==> src/rtl/i2e_pkg.sv <==
// i2e_pkg: shared constants, word codes, queue status type and helper functions
// for the integer to english word tokens block; depends on nothing
package i2e_pkg;

    localparam int NUM_W       = 31;
    localparam int WORD_W      = 5;
    localparam int DIGIT_W     = 4;
    localparam int DIGITS      = 10;
    localparam int BCD_W       = DIGITS * DIGIT_W;
    localparam int BIN_W       = 32;
    localparam int CONV_STEPS  = BIN_W / 2;
    localparam int GROUPS      = 4;
    localparam int SLOTS       = 5;
    localparam int POSITIONS   = GROUPS * SLOTS;
    localparam int QUEUE_DEPTH = 2;

    localparam logic [WORD_W-1:0] CODE_EMPTY    = 5'd0;
    localparam logic [WORD_W-1:0] CODE_TEEN0    = 5'd10;
    localparam logic [WORD_W-1:0] CODE_TENS0    = 5'd18;
    localparam logic [WORD_W-1:0] CODE_HUNDRED  = 5'd28;
    localparam logic [WORD_W-1:0] CODE_THOUSAND = 5'd29;
    localparam logic [WORD_W-1:0] CODE_MILLION  = 5'd30;
    localparam logic [WORD_W-1:0] CODE_BILLION  = 5'd31;

    typedef struct packed {
        logic full;
        logic empty;
    } t_q_stat;

    // one double-dabble step: add-3 on each digit, then shift in one bit
    function automatic logic [BCD_W-1:0] dd_step(input logic [BCD_W-1:0] bcd,
                                                 input logic b);
        logic [BCD_W-1:0] adj;
        adj = bcd;
        for (int i = 0; i < DIGITS; i++) begin
            if (bcd[i*DIGIT_W +: DIGIT_W] >= 4'd5) begin
                adj[i*DIGIT_W +: DIGIT_W] = bcd[i*DIGIT_W +: DIGIT_W] + 4'd3;
            end
        end
        return {adj[BCD_W-2:0], b};
    endfunction

    function automatic logic digits_ok(input logic [BCD_W-1:0] bcd);
        logic ok;
        ok = 1'b1;
        for (int i = 0; i < DIGITS; i++) begin
            if (bcd[i*DIGIT_W +: DIGIT_W] > 4'd9) begin
                ok = 1'b0;
            end
        end
        return ok;
    endfunction

    function automatic logic [WORD_W-1:0] scale_code(input int g);
        logic [WORD_W-1:0] c;
        unique case (g)
            0:       c = CODE_BILLION;
            1:       c = CODE_MILLION;
            2:       c = CODE_THOUSAND;
            default: c = CODE_EMPTY;
        endcase
        return c;
    endfunction

endpackage

==> src/rtl/i2e_front.sv <==
// i2e_front: accepts a number and converts it to decimal digits, two bits a cycle
// depends on i2e_pkg; writes the digit word into i2e_fifo
module i2e_front (
    input  logic                      i_clk,
    input  logic                      i_rst_n,
    input  logic                      i_push,
    input  logic [i2e_pkg::NUM_W-1:0] i_number,
    output logic                      o_full,
    output logic                      o_wr,
    output logic [i2e_pkg::BCD_W-1:0] o_bcd,
    input  i2e_pkg::t_q_stat          i_q_stat
);
    import i2e_pkg::*;

    localparam int CNT_W = $clog2(CONV_STEPS);
    localparam logic [CNT_W-1:0] CNT_LAST = CNT_W'(CONV_STEPS - 1);

    typedef enum logic [2:0] {
        S_IDLE = 3'b001,
        S_CONV = 3'b010,
        S_PUSH = 3'b100
    } t_front_state;

    t_front_state     r_state, n_state;
    logic [BIN_W-1:0] r_bin, n_bin;
    logic [BCD_W-1:0] r_bcd, n_bcd;
    logic [CNT_W-1:0] r_cnt, n_cnt;

    always_comb begin
        n_state = r_state;
        n_bin   = r_bin;
        n_bcd   = r_bcd;
        n_cnt   = r_cnt;
        unique case (r_state)
            S_IDLE: begin
                if (i_push) begin
                    n_bin   = {1'b0, i_number};
                    n_bcd   = '0;
                    n_cnt   = '0;
                    n_state = S_CONV;
                end
            end
            S_CONV: begin
                n_bcd = dd_step(dd_step(r_bcd, r_bin[BIN_W-1]), r_bin[BIN_W-2]);
                n_bin = {r_bin[BIN_W-3:0], 2'b00};
                n_cnt = r_cnt + 1'b1;
                if (r_cnt == CNT_LAST) begin
                    n_state = S_PUSH;
                end
            end
            S_PUSH: begin
                if (!i_q_stat.full) begin
                    n_state = S_IDLE;
                end
            end
            default: n_state = S_IDLE;
        endcase
    end

    always_ff @(posedge i_clk) begin
        if (!i_rst_n) begin
            r_state <= S_IDLE;
        end else begin
            r_state <= n_state;
        end
        r_bin <= n_bin;
        r_bcd <= n_bcd;
        r_cnt <= n_cnt;
    end

    assign o_full = (r_state != S_IDLE);
    assign o_wr   = (r_state == S_PUSH) && !i_q_stat.full;
    assign o_bcd  = r_bcd;

    a_digits_valid: assert property (@(posedge i_clk) disable iff (!i_rst_n)
        (r_state == S_PUSH) |-> digits_ok(r_bcd))
        else $error("front: converted digit out of range");

endmodule

==> src/rtl/i2e_fifo.sv <==
// i2e_fifo: short register queue of digit words between front and back
// depends on i2e_pkg for the status struct
module i2e_fifo #(
    parameter int WIDTH = 8,
    parameter int DEPTH = 2
) (
    input  logic             i_clk,
    input  logic             i_rst_n,
    input  logic             i_wr,
    input  logic [WIDTH-1:0] i_wdata,
    input  logic             i_rd,
    output logic [WIDTH-1:0] o_rdata,
    output i2e_pkg::t_q_stat o_stat
);
    import i2e_pkg::*;

    localparam int PTR_W = $clog2(DEPTH);
    localparam int CNT_W = $clog2(DEPTH + 1);
    localparam logic [PTR_W-1:0] PTR_LAST = PTR_W'(DEPTH - 1);
    localparam logic [CNT_W-1:0] CNT_FULL = CNT_W'(DEPTH);

    logic [WIDTH-1:0] r_mem [DEPTH];
    logic [PTR_W-1:0] r_wptr, n_wptr;
    logic [PTR_W-1:0] r_rptr, n_rptr;
    logic [CNT_W-1:0] r_count, n_count;
    logic             do_wr, do_rd;

    assign o_stat.full  = (r_count == CNT_FULL);
    assign o_stat.empty = (r_count == '0);
    assign do_wr        = i_wr && !o_stat.full;
    assign do_rd        = i_rd && !o_stat.empty;
    assign o_rdata      = r_mem[r_rptr];

    always_comb begin
        n_wptr  = r_wptr;
        n_rptr  = r_rptr;
        n_count = r_count;
        if (do_wr) begin
            n_wptr = (r_wptr == PTR_LAST) ? '0 : r_wptr + 1'b1;
        end
        if (do_rd) begin
            n_rptr = (r_rptr == PTR_LAST) ? '0 : r_rptr + 1'b1;
        end
        if (do_wr && !do_rd) begin
            n_count = r_count + 1'b1;
        end else if (do_rd && !do_wr) begin
            n_count = r_count - 1'b1;
        end
    end

    always_ff @(posedge i_clk) begin
        if (!i_rst_n) begin
            r_wptr  <= '0;
            r_rptr  <= '0;
            r_count <= '0;
        end else begin
            r_wptr  <= n_wptr;
            r_rptr  <= n_rptr;
            r_count <= n_count;
        end
        if (do_wr) begin
            r_mem[r_wptr] <= i_wdata;
        end
    end

    a_count_bound: assert property (@(posedge i_clk) disable iff (!i_rst_n)
        r_count <= CNT_FULL)
        else $error("fifo: fill count beyond depth");

endmodule

==> src/rtl/i2e_back.sv <==
// i2e_back: decodes a digit word into word slots, sends one word a cycle
// while popped; depends on i2e_pkg; reads the digit word from i2e_fifo
module i2e_back (
    input  logic                       i_clk,
    input  logic                       i_rst_n,
    input  i2e_pkg::t_q_stat           i_q_stat,
    input  logic [i2e_pkg::BCD_W-1:0]  i_bcd,
    output logic                       o_rd,
    output logic                       o_empty,
    input  logic                       i_pop,
    output logic [i2e_pkg::WORD_W-1:0] o_word_code,
    output logic                       o_last_word
);
    import i2e_pkg::*;

    localparam int GRP_W = 3 * DIGIT_W;
    localparam int EXT_W = GROUPS * GRP_W;

    typedef enum logic [1:0] {
        B_IDLE = 2'b01,
        B_RUN  = 2'b10
    } t_back_state;

    t_back_state          r_state, n_state;
    logic [WORD_W-1:0]    r_codes [POSITIONS];
    logic [WORD_W-1:0]    n_codes [POSITIONS];
    logic [POSITIONS-1:0] r_mask, n_mask;
    logic                 r_zero, n_zero;
    logic                 r_out_valid, n_out_valid;
    logic [WORD_W-1:0]    r_out_code, n_out_code;
    logic                 r_out_last, n_out_last;

    logic [EXT_W-1:0]     ext;
    logic [WORD_W-1:0]    d_codes [POSITIONS];
    logic [POSITIONS-1:0] d_mask;
    logic [POSITIONS-1:0] pick_oh, rest;
    logic [WORD_W-1:0]    sel_code, emit_code;
    logic                 emit, emit_last, load;

    // slot decode per group: digit, hundred, tens or teen, unit, scale
    always_comb begin
        logic [GRP_W-1:0]   grp;
        logic [DIGIT_W-1:0] h, t, u;
        ext = EXT_W'(i_bcd);
        for (int g = 0; g < GROUPS; g++) begin
            grp = ext[EXT_W-1-g*GRP_W -: GRP_W];
            h   = grp[3*DIGIT_W-1 -: DIGIT_W];
            t   = grp[2*DIGIT_W-1 -: DIGIT_W];
            u   = grp[DIGIT_W-1:0];
            d_codes[g*SLOTS]     = WORD_W'(h);
            d_mask[g*SLOTS]      = (h != '0);
            d_codes[g*SLOTS + 1] = CODE_HUNDRED;
            d_mask[g*SLOTS + 1]  = (h != '0);
            if (t == 4'd1) begin
                d_codes[g*SLOTS + 2] = CODE_TEEN0 + WORD_W'(u);
            end else begin
                d_codes[g*SLOTS + 2] = CODE_TENS0 + WORD_W'(t);
            end
            d_mask[g*SLOTS + 2]  = (t != '0);
            d_codes[g*SLOTS + 3] = WORD_W'(u);
            d_mask[g*SLOTS + 3]  = (t != 4'd1) && (u != '0);
            d_codes[g*SLOTS + 4] = scale_code(g);
            d_mask[g*SLOTS + 4]  = (grp != '0) && (scale_code(g) != CODE_EMPTY);
        end
    end

    // lowest pending slot goes next
    always_comb begin
        pick_oh  = r_mask & (~r_mask + 1'b1);
        rest     = r_mask & ~pick_oh;
        sel_code = '0;
        for (int i = 0; i < POSITIONS; i++) begin
            sel_code = sel_code | (r_codes[i] & {WORD_W{pick_oh[i]}});
        end
    end

    assign emit      = (r_state == B_RUN) && (!r_out_valid || i_pop);
    assign emit_code = r_zero ? CODE_EMPTY : sel_code;
    assign emit_last = r_zero || (rest == '0);
    assign load      = !i_q_stat.empty && ((r_state == B_IDLE) || (emit && emit_last));
    assign o_rd      = load;

    always_comb begin
        n_state     = r_state;
        n_codes     = r_codes;
        n_mask      = r_mask;
        n_zero      = r_zero;
        n_out_valid = r_out_valid;
        n_out_code  = r_out_code;
        n_out_last  = r_out_last;
        if (emit) begin
            n_mask      = rest;
            n_out_valid = 1'b1;
            n_out_code  = emit_code;
            n_out_last  = emit_last;
        end else if (i_pop) begin
            n_out_valid = 1'b0;
        end
        if (load) begin
            n_codes = d_codes;
            n_mask  = d_mask;
            n_zero  = (d_mask == '0);
            n_state = B_RUN;
        end else if (emit && emit_last) begin
            n_state = B_IDLE;
        end
    end

    always_ff @(posedge i_clk) begin
        if (!i_rst_n) begin
            r_state     <= B_IDLE;
            r_out_valid <= 1'b0;
        end else begin
            r_state     <= n_state;
            r_out_valid <= n_out_valid;
        end
        r_codes    <= n_codes;
        r_mask     <= n_mask;
        r_zero     <= n_zero;
        r_out_code <= n_out_code;
        r_out_last <= n_out_last;
    end

    assign o_empty     = !r_out_valid;
    assign o_word_code = r_out_code;
    assign o_last_word = r_out_last;

    a_zero_no_slots: assert property (@(posedge i_clk) disable iff (!i_rst_n)
        (r_state == B_RUN && r_zero) |-> (r_mask == '0))
        else $error("back: zero number with pending slots");

    a_more_follows: assert property (@(posedge i_clk) disable iff (!i_rst_n)
        (emit && !emit_last) |=> (r_state == B_RUN && r_mask != '0))
        else $error("back: word not marked last but nothing follows");

endmodule

==> src/rtl/integer_to_english_word_tokens.sv <==
// integer_to_english_word_tokens: top level, spells a number as english word codes
// depends on i2e_pkg, i2e_front, i2e_fifo, i2e_back
//
//  channel   ports                           accepted when
//  input     push, full, i_number[30:0]      push && !full
//  result    pop, empty, o_word_code[4:0],   pop && !empty
//            o_last_word
//
// the front accepts a number, runs the two-bit-a-cycle binary to decimal loop, then writes
// the digit word into the queue, waiting there while the queue is full
// the back sends one word per cycle while pop takes them, one to sixteen words per number,
// and loads the next digit word in the cycle of the last word
// reset clears the control state, no clearing pass
// pop low holds the current word; the back stalls, the queue fills and full stays high
module integer_to_english_word_tokens #(
    parameter int QUEUE_DEPTH = i2e_pkg::QUEUE_DEPTH
) (
    input  logic                       i_clk,
    input  logic                       i_rst_n,
    input  logic                       push,
    output logic                       full,
    input  logic [i2e_pkg::NUM_W-1:0]  i_number,
    output logic                       empty,
    input  logic                       pop,
    output logic [i2e_pkg::WORD_W-1:0] o_word_code,
    output logic                       o_last_word
);
    import i2e_pkg::*;

    t_q_stat          q_stat;
    logic             q_wr, q_rd;
    logic [BCD_W-1:0] q_wdata, q_rdata;

    i2e_front u_front (
        .i_clk    (i_clk),
        .i_rst_n  (i_rst_n),
        .i_push   (push),
        .i_number (i_number),
        .o_full   (full),
        .o_wr     (q_wr),
        .o_bcd    (q_wdata),
        .i_q_stat (q_stat)
    );

    i2e_fifo #(
        .WIDTH (BCD_W),
        .DEPTH (QUEUE_DEPTH)
    ) u_fifo (
        .i_clk   (i_clk),
        .i_rst_n (i_rst_n),
        .i_wr    (q_wr),
        .i_wdata (q_wdata),
        .i_rd    (q_rd),
        .o_rdata (q_rdata),
        .o_stat  (q_stat)
    );

    i2e_back u_back (
        .i_clk       (i_clk),
        .i_rst_n     (i_rst_n),
        .i_q_stat    (q_stat),
        .i_bcd       (q_rdata),
        .o_rd        (q_rd),
        .o_empty     (empty),
        .i_pop       (pop),
        .o_word_code (o_word_code),
        .o_last_word (o_last_word)
    );

endmodule

==> config.mk <==
export PLATFORM = sky130hd
export DESIGN_NAME = integer_to_english_word_tokens
export DESIGN_NICKNAME = d
export VERILOG_FILES = /design/src/rtl/i2e_pkg.sv /design/src/rtl/i2e_front.sv /design/src/rtl/i2e_fifo.sv /design/src/rtl/i2e_back.sv /design/src/rtl/integer_to_english_word_tokens.sv
export SDC_FILE = /design/constraint.sdc
export NUM_CORES = 1
export LEC_CHECK = 0
export ABC_AREA = 1
export BUFFER_PORTS_ARGS = -buffer_cell sky130_fd_sc_hd__buf_2
export CAP_MARGIN = 5
export CORE_ASPECT_RATIO = 0.9
export CORE_UTILIZATION = 59
export DETAILED_ROUTE_END_ITERATION = 16
export PLACE_DENSITY = 0.78
export REMOVE_ABC_BUFFERS = 1
export SLEW_MARGIN = 25
export SYNTH_ARGS = -nofsm -noshare
export SYNTH_HDL_FRONTEND = slang
export SYNTH_HIERARCHICAL = 1
export SYNTH_SLANG_ARGS = --single-unit
==> constraint.sdc <==
create_clock -name i_clk -period 4.75 [get_ports i_clk]
set_input_delay 0.2375 -clock i_clk [delete_from_list [all_inputs] [get_ports i_clk]]
set_output_delay 0.2375 -clock i_clk [all_outputs]
set_load 0.02 [all_outputs]
==> flow_metrics.env, run 1 <==
export IMPL_fp_row_count=49
export IMPL_fp_dieW_um=152.5
export IMPL_tritoncts="done"
export IMPL_postCtsSetupRepairBufs=0
export IMPL_wl_mm=23.34
export IMPL_hold_start="i_number[30]"
export IMPL_clockRootBuffer="clkbuf_16"
export IMPL_nets=1366
export IMPL_ys_ff_latch=234
export IMPL_setup_viol=0
export IMPL_rr_startpoint="u_back/r_mask[3]$_DFFE_PP_"
export IMPL_design_area_um2=13530
export IMPL_max_freq_mhz=321.2
export IMPL_cts_sinks=234
export IMPL_total_power_mw=5.327
export IMPL_die_area_um2=20970
export IMPL_finalMaxSlewViolations=0
export IMPL_reg2regPathDepth=22
export IMPL_path_class="flip-flop to flip-flop"
export IMPL_dieHeight_um=137.5
export IMPL_min_period_ps=3114
export IMPL_post_route_util=0.6770
export IMPL_synth_ff_type="edfxtp_1"
export IMPL_synth_edff_count=222
export IMPL_yosys_warnings=6
export IMPL_worstPathCellList="nor2_4, nand2_4, nor2_4, nand2_1, nand2_1, nand2_1, nor2_1, nand3_1, nand2_2, nand2_2, nand2_4, nand2_4, inv_1, inv_1, nor2_1, inv_1, ha_1, inv_1, nand3_1, nand2_1, inv_1, nor2_1"
export IMPL_skew_ps=6.804
export IMPL_netlist_area_um2=12030
export IMPL_power_density_nw_per_um2=393.7
export IMPL_max_stage_delay_ps=510
export IMPL_hpwl_mm=15.49
export IMPL_vias=8468
export IMPL_pin_count=43
export IMPL_cts_buffer_depth=3
export IMPL_violations="design-rule violations"
export IMPL_min_path_cells=3
export IMPL_grt_pass1_vias=7815
export IMPL_relSlewSlack=0.4687
export IMPL_synthCells=1213
export IMPL_hold_violations=0
export IMPL_yosys_cell_count_top_type="nand2_1"
export IMPL_drt_iter0_markers=502
export IMPL_yosysUniqueCellTypes=48
export IMPL_finalSetupTns_ps=0
export IMPL_initial_core_util=0.6019
export IMPL_first_pass_iters=11
export IMPL_placedCellCount=1499
export IMPL_grt_pass1_wl_mm=37.76
export IMPL_yosys_top_cells_area="edfxtp_1 (55%), nand2_1 (10%), inv_1 (5.1%)"
export IMPL_clk_pin_slew_ps=60
export IMPL_timing_rr_end="u_fifo/r_count[1]$_SDFFE_PN0P_"
export IMPL_route_detailed_drc=3
export IMPL_synth_common_cells="nand2_1 (326), edfxtp_1 (222), inv_1 (162)"
export IMPL_antenna_found_initial=0
export IMPL_dp_slack_ps=1637
export IMPL_outcome="finished with violations"
export IMPL_portBuffers=42
export IMPL_wl_per_cell_um=14.83
export IMPL_synth_top_area_share=0.5541
export IMPL_leakagePower_nw=5.727
export IMPL_syn_avg_cell_area_um2=9.918
export IMPL_setup_slack_ps=1636
export IMPL_whs_ps=42.26
export IMPL_crit_top_cell="inv_1"
export IMPL_hold_path_class="primary input to flip-flop"
export IMPL_cpMaxStageDelayCell="edfxtp_1"
export IMPL_synthToLayoutAreaGrowth_pct=12.47
export IMPL_cts_buffers=24
export IMPL_antenna_cells=0
export IMPL_synth_top_area_cell="edfxtp_1"
export IMPL_ir_drop_uv=284.7
export IMPL_rsz0062_at_grt="no"
export IMPL_htreeDepth=1
export IMPL_gp_congestion=0.9187
export IMPL_cp_depth=22
export IMPL_start_kind="flip-flop"
export IMPL_r2r_setup_slack_ps=1640
export IMPL_core_area_um2=19990
export IMPL_seq_area_frac_synth=0.5741
export IMPL_grt_max_degree=60
export IMPL_cp_num_buf_inv=5
export IMPL_min_to="u_front/r_bin[30]$_DFFE_PP_"
export IMPL_postPlaceCellArea_um2=12510
export IMPL_cp_max_fo=19
export IMPL_fin_crit_sh=0.6555
export IMPL_drive_gt1_frac=0.1600
export IMPL_async_reset_ff_frac=0
export IMPL_globalRouteOverflowTotal=0
export IMPL_gr_usage_all_layers=0.2252
export IMPL_avgViaCountPerCell=5.380
export IMPL_drv_cap=0
export IMPL_clk_insertion_delay_late_ps=510
export IMPL_cp_top_family="simple AND/OR/NAND/NOR gates"
export IMPL_critPathArrivalTime_ps=3560
export IMPL_antenna_left=0
export IMPL_finalNonFillerCells=1574
export IMPL_tightest_slew_ps=796.9
export IMPL_critPathRequiredTime_ps=5200
export IMPL_critPathCaptureType="flip-flop"
-- cells by family (layout without fill, tap and decap cells) --
logic type / Yosys count / count (layout) / share of synthesized area
AND/OR/NAND/NOR: 608 / 608 / 0.2339
flip-flops: 234 / 234 / 0.5741
adder cells (fa/ha/maj): 30 / 30 / 0.03120
AO/OA/AOI/OAI: 104 / 104 / 0.05377
multiplexers: 40 / 40 / 0.03744
XOR/XNOR: 8 / 8 / 0.005824
buffers and inverters: 189 / 295 / 0.06375
-- worst max path at each step --
stage                                     end                            start
2_1_floorplan  u_front/o_bcd[0]$_SDFFCE_PN0P_  u_front/r_state[2]$_SDFFE_PN0P_
3_3_place_gp   u_fifo/r_count[1]$_SDFFE_PN0P_       u_back/r_mask[3]$_DFFE_PP_
3_5_place_dp   u_fifo/r_count[1]$_SDFFE_PN0P_       u_back/r_mask[3]$_DFFE_PP_
4_1_cts        u_fifo/r_count[1]$_SDFFE_PN0P_       u_back/r_mask[3]$_DFFE_PP_
5_1_grt        u_fifo/r_count[1]$_SDFFE_PN0P_       u_back/r_mask[3]$_DFFE_PP_
6_report       u_fifo/r_count[1]$_SDFFE_PN0P_       u_back/r_mask[3]$_DFFE_PP_
-- where the power goes --
part | switching, mW | leakage (nW) | internal (mW)
logic | 0.693 | 3.22 | 0.329
clock network | 0.736 | 0.343 | 0.964
registers | 0.111 | 2.16 | 2.49
-- cell usage in the layout (no fill, tap or decap), types with 25 or more instances in the layout --
cell type      instances
nand3_1               51
nand2_1              325
dlygate4sd3_1         31
mux2_2                40
nor2_1               114
nand2_2               38
edfxtp_1             222
clkbuf_16             25
a21oi_1               43
buf_2                 42
ha_1                  30
inv_1                162
-- tightest hold or removal path, cell delays in order --
cell,delay (ps)
buf_2,80
nand2_1,50
nand2_1,70
-- repair_timing --
item                      CTS  global route
hold buffers               31             0
resized for setup           0             0
hold endpoints to repair   31             0
-- per-layer routing --
layer,up-vias,GRT usage,wire length [um]
met4,0,0.05724,370
met3,26,0.03146,1359
met1,3959,0.3066,10510
met5,-,0,0
met2,248,0.3853,11110
li1,4235,-,-
-- sequential cells by signal, indices dropped and copies added (netlist names), 2 cells and up, named ones only --
signal	count
u_back/o_word_code	5
u_front/r_state	3
u_back/r_codes	43
u_fifo/r_count	2
u_back/r_state	2
u_front/r_bin	32
u_back/r_mask	17
u_front/r_cnt	4
u_fifo/r_mem	80
u_front/o_bcd	40
-- final cells by class --
cell class	count	area (um2)
inverter	170	638.1
sequential	234	6907
fill	1455	6456
timing repair buffer	81	580.6
tap	255	319.1
clock buffer	35	663.1
multi-input combinational	790	4384
clock inverter	9	38.79
Note: power is estimated with default switching activity, not from simulation.
==> inputs of run 2 (changes only) <==
- CORE_UTILIZATION: 59 -> 56
- clock period: 4.75 -> 2.67 ns (I/O delays scaled with it)
==> flow_metrics.env, run 2 (synthesis gave the netlist of run 1 again) <==
export IMPL_hold_violations=0
export IMPL_gr_usage_all_layers=0.2243
export IMPL_clk_pin_slew_ps=60
export IMPL_fillerInstances=1592
export IMPL_whs_ps=405.3
export IMPL_regMostFlops="u_fifo/r_mem"
export IMPL_dp_slack_ps=12.81
export IMPL_wl_mm=23.88
export IMPL_power_density_nw_per_um2=703.4
export IMPL_route_detailed_drc=0
export IMPL_antenna_found_initial=0
export IMPL_multi_input_area_um2=4434
export IMPL_die_area_um2=22070
export IMPL_outcome="finished, final reports clean"
export IMPL_tritoncts="done"
export IMPL_min_period_ps=2546
export IMPL_hold_path_class="primary input to flip-flop"
export IMPL_relSlewSlack=0.5319
export IMPL_core_area_um2=20960
export IMPL_htreeDepth=1
export IMPL_grt_pass1_vias=8338
export IMPL_rsz0062_at_grt="yes"
export IMPL_start_kind="flip-flop"
export IMPL_ir_drop_uv=506.2
export IMPL_final_seq_area_um2=6907
export IMPL_fp_dieW_um=156.5
export IMPL_drv_cap=0
export IMPL_dieHeight_um=141.0
export IMPL_path_class="flip-flop to flip-flop"
export IMPL_cp_max_fo=45
export IMPL_cts_sinks=234
export IMPL_gp_congestion=0.9065
export IMPL_avgViaCountPerCell=5.273
export IMPL_antenna_cells=0
export IMPL_clockRootBuffer="clkbuf_16"
export IMPL_setup_viol=0
export IMPL_wl_per_cell_um=14.68
export IMPL_critPathCaptureType="flip-flop"
export IMPL_hpwl_mm=15.86
export IMPL_tightest_slew_ps=702.2
export IMPL_globalRouteOverflowTotal=0
export IMPL_wl_met1_mm=10.82
export IMPL_clk_insertion_delay_late_ps=520
export IMPL_mostFrequentLayoutCells="nand2_1 (320), edfxtp_1 (222), inv_1 (159)"
export IMPL_rr_startpoint="u_back/r_mask[3]$_DFFE_PP_"
export IMPL_cts_buffer_depth=3
export IMPL_nets=1389
export IMPL_critPathArrivalTime_ps=2690
export IMPL_leakagePower_nw=5.891
export IMPL_vias=8574
export IMPL_drt_iter0_markers=611
export IMPL_drive_gt1_frac=0.1873
export IMPL_grt_pass1_wl_mm=39.19
export IMPL_largest_reg_flops=80
export IMPL_post_route_util=0.6629
export IMPL_cts_buffers=25
export IMPL_crit_start="u_back/r_mask[3]$_DFFE_PP_"
export IMPL_critPathRequiredTime_ps=2810
export IMPL_max_freq_mhz=392.7
export IMPL_pin_count=43
export IMPL_initial_core_util=0.5740
export IMPL_fp_row_count=50
export IMPL_antenna_left=0
export IMPL_dr_wl_met3_mm=1.289
export IMPL_setup_slack_ps=123.6
export IMPL_wl_met2_mm=11.30
export IMPL_grt_max_degree=60
export IMPL_finalSetupTns_ps=0
export IMPL_skew_ps=24.16
export IMPL_fin_crit_sh=0.9537
export IMPL_first_pass_iters=5
export IMPL_layout_commonest_cell="nand2_1"
export IMPL_hold_start="i_number[9]"
export IMPL_portBuffers=42
export IMPL_topRoutingLayerUsed="met4"
export IMPL_finalMaxSlewViolations=0
export IMPL_synthToLayoutAreaGrowth_pct=15.49
==> run 2: cell type report <==
type | instances | share of cell area
flip-flops and latches | 234 | 0.4971
inverters | 170 | 0.04593
well taps | 286 | 0.02576
clock buffers | 32 | 0.04692
repair buffers | 103 | 0.05719
clock inverters | 11 | 0.007925
multi-input cells | 790 | 0.3192
==> run 2: worst max-delay path, stage by stage (launching register included) <==
cell	delay, ps
edfxtp_1	430
nor2_4	240
nand3_1	160
inv_1	90
nand2_1	70
nand2_1	90
nand2_1	70
nor2_1	90
nand3_1	100
nand2_2	90
nand2_4	60
nand2_4	100
nand2_4	50
inv_2	60
buf_4	450
==> run 2: stage by stage <==
step	total power, mW	cell area [um2]	instances
5_1_grt	10.24	13890	1626
6_report	9.772	13890	1626
3_5_place_dp	6.515	12720	1547
2_1_floorplan	6.047	11900	1194
4_1_cts	9.812	13820	1624
3_3_place_gp	6.423	12720	1547
==> run 2: final timing paths <==
| path | endpoint | slack (ps) | cells past startpoint |
|---|---|---|---|
| setup / recovery | u_back/r_codes[71]$_DFFE_PP_ | 120 | 14 |
| hold / removal | u_front/r_bin[9]$_DFFE_PP_ | 410 | 4 |
| setup reg to reg | u_back/r_codes[71]$_DFFE_PP_ | 120 | 14 |
| hold reg to reg | u_fifo/r_mem[0][37]$_DFFE_PP_ | 480 | 0 |
==> run 2: where the power goes <==
group	switching, mW	internal, mW	total (mW)
sequential	0.197	4.43	4.63
combinational	1.26	0.633	1.90
clock	1.33	1.91	3.25
total	2.79	6.98	9.77
==> run 2: layer usage <==
| metal | up-vias | track usage |
|---|---|---|
| met1 | 4009 | 0.3031 |
| met4 | 0 | 0.05728 |
| met2 | 255 | 0.3832 |
| li1 | 4272 | - |
| met5 | - | 0 |
| met3 | 38 | 0.02920 |
==> run 2: repair_timing <==
action,in CTS,in global routing
endpoints found under the setup margin,1,63
hold buffers,34,0
cloned,0,0
endpoints found under the hold margin,42,0
pin swaps,0,11
setup buffers,0,2
resized for setup,1,19
==> inputs of run 3 (changes only) <==
- GPL_TIMING_DRIVEN: default -> 0
==> flow_metrics.env, run 3 (synthesis gave the netlist of run 1 again) <==
export IMPL_outcome="finished with violations"
export IMPL_violations="negative setup slack"
export IMPL_hold_start="i_number[27]"
export IMPL_mostFrequentLayoutCells="nand2_1 (321), edfxtp_1 (222), inv_1 (158)"
export IMPL_pin_count=43
export IMPL_topRoutingLayerUsed="met4"
export IMPL_critPathRequiredTime_ps=3080
export IMPL_finalMaxSlewViolations=0
export IMPL_synthToLayoutAreaGrowth_pct=17.27
export IMPL_start_kind="flip-flop"
export IMPL_cp_max_fo=5
export IMPL_leakagePower_nw=5.943
export IMPL_route_detailed_drc=0
export IMPL_wl_met2_mm=11.64
export IMPL_r2r_setup_slack_ps=-40
export IMPL_power_density_nw_per_um2=709.7
export IMPL_vias=8660
export IMPL_dieHeight_um=141.0
export IMPL_fp_dieW_um=156.5
export IMPL_cpMaxStageDelayCell="edfxtp_1"
export IMPL_setup_viol=1
export IMPL_critPathCaptureType="flip-flop"
export IMPL_timing_rr_end="u_fifo/r_count[1]$_SDFFE_PN0P_"
export IMPL_drv_cap=0
export IMPL_cts_buffers=25
export IMPL_cts_buffer_depth=3
export IMPL_clk_pin_slew_ps=60
export IMPL_fillerInstances=1519
export IMPL_portBuffers=42
export IMPL_hold_path_class="primary input to flip-flop"
export IMPL_grt_pass1_vias=8397
export IMPL_nets=1389
export IMPL_die_area_um2=22070
export IMPL_hold_violations=0
export IMPL_crit_top_cell="nor2_1"
export IMPL_reg2regPathDepth=22
export IMPL_ir_drop_uv=511.9
export IMPL_max_freq_mhz=368.4
export IMPL_critPathArrivalTime_ps=3120
export IMPL_fin_crit_sh=1.017
export IMPL_tightest_slew_ps=700.0
export IMPL_antenna_left=0
export IMPL_min_to="u_front/r_bin[27]$_DFFE_PP_"
export IMPL_worstPathCellList="nor2_4, nand2_4, nor2_4, nor2_1, nor2_1, nand2_1, nor2_1, nand3_1, nand2_2, nand2_4, nand2_4, nand2_8, clkinv_8, inv_4, nor2_4, inv_2, ha_4, inv_4, nand3_2, nand2_1, inv_1, nor2_1"
export IMPL_rr_startpoint="u_back/r_mask[4]$_DFFE_PP_"
export IMPL_drive_gt1_frac=0.1923
export IMPL_min_period_ps=2714
export IMPL_clk_insertion_delay_late_ps=510
export IMPL_layout_commonest_cell="nand2_1"
export IMPL_antenna_found_initial=0
export IMPL_min_path_cells=4
export IMPL_regMostFlops="u_fifo/r_mem"
export IMPL_antenna_cells=0
export IMPL_initial_core_util=0.5740
export IMPL_gr_usage_all_layers=0.2245
export IMPL_path_class="flip-flop to flip-flop"
export IMPL_largest_reg_flops=80
export IMPL_rsz0062_at_grt="yes"
export IMPL_wl_met1_mm=10.61
export IMPL_core_area_um2=20960
export IMPL_skew_ps=15.32
export IMPL_clockRootBuffer="clkbuf_16"
export IMPL_dp_slack_ps=-699.4
export IMPL_cts_sinks=234
export IMPL_relSlewSlack=0.5333
export IMPL_globalRouteOverflowTotal=0
export IMPL_drt_iter0_markers=684
export IMPL_tritoncts="done"
export IMPL_hpwl_mm=15.65
export IMPL_setup_slack_ps=-44.39
export IMPL_max_stage_delay_ps=430
export IMPL_fp_row_count=50
export IMPL_htreeDepth=1
export IMPL_gp_congestion=0.9238
export IMPL_first_pass_iters=5
export IMPL_grt_max_degree=61
export IMPL_wl_mm=24.16
export IMPL_wl_per_cell_um=14.84
export IMPL_avgViaCountPerCell=5.319
export IMPL_dr_wl_met3_mm=1.314
export IMPL_grt_pass1_wl_mm=39.68
export IMPL_total_power_mw=10.01
run 3: cell types whose count changed in the layout (fill, tap and decap cells not counted), moves of 3 or more:
| cell | before | now |
|---|---|---|
| clkinv_1 | 3 | 7 |
| inv_2 | 10 | 7 |
| clkbuf_1 | 7 | 4 |
| buf_16 | 0 | 4 |
| buf_4 | 23 | 18 |
| nor2_4 | 6 | 9 |
| inv_4 | 0 | 3 |
run 3: how the worst max path moves through the flow:
stage	to	start	slack [ps]
2_1_floorplan	u_front/o_bcd[0]$_SDFFCE_PN0P_	u_front/r_state[2]$_SDFFE_PN0P_	-1460
3_3_place_gp	u_front/r_bin[1]$_SDFFCE_PP0P_	u_front/r_state[1]$_SDFFE_PN0P_	-3460
3_5_place_dp	u_fifo/r_count[1]$_SDFFE_PN0P_	u_back/r_mask[3]$_DFFE_PP_	-700
4_1_cts	u_back/r_zero$_DFFE_PP_	flip-flop	-30
5_1_grt	u_fifo/r_count[1]$_SDFFE_PN0P_	u_back/r_mask[4]$_DFFE_PP_	-200
6_report	u_fifo/r_count[1]$_SDFFE_PN0P_	u_back/r_mask[4]$_DFFE_PP_	-40
run 3: final cells by class:
class	count	area, um2	area share
clock buffer	29	640.6	0.04541
clock inverter	16	175.2	0.01242
inverter	170	658.1	0.04665
multi-input combinational	791	4506	0.3194
sequential	234	6908	0.4896
tap	286	357.8	0.02536
timing repair buffer	102	863.3	0.06119
run 3: routing by layer:
metal  up-vias  GRT usage
met5         -          0
met4         0    0.05986
met3        49    0.03320
met2       262     0.3863
met1      4060     0.2972
li1       4289          -
run 3: what timing repair did:
action / 4_1_cts / 5_1_grt
pin swaps: 7 / 11
gates resized for setup: 19 / 17
gates cloned: 0 / 2
hold buffers: 34 / 0
hold endpoints to repair: 42 / 0
setup endpoints to repair: 111 / 59
setup buffers: 13 / 6
run 3: stage by stage:
step	cell area (um2)	setup TNS, ps	std cells	util	hold WS [ps]
2_1_floorplan	11900	-142190	1194	-	202.2
3_3_place_gp	12470	-473220	1522	0.5950	389.3
3_5_place_dp	12650	-20310	1529	0.6035	398.9
4_1_cts	13970	-49.70	1621	0.6666	402.5
5_1_grt	14110	-1425	1628	0.6732	435.8
6_report	14110	-44.39	1628	0.6732	425.2
run 3: where the power goes:
part           internal (mW)  switching (mW)  leakage, nW
sequential              4.43           0.200         2.16
clock                   2.09            1.35        0.398
combinational          0.659            1.28         3.38
total                   7.19            2.83         5.94
run 3: critical path: cells and delay by family, from the launching register on:
kind          cells  cell delay, ps
buf+inv           5             260
fa+ha+maj         1             290
flops             1             430
simple gates     16            1660
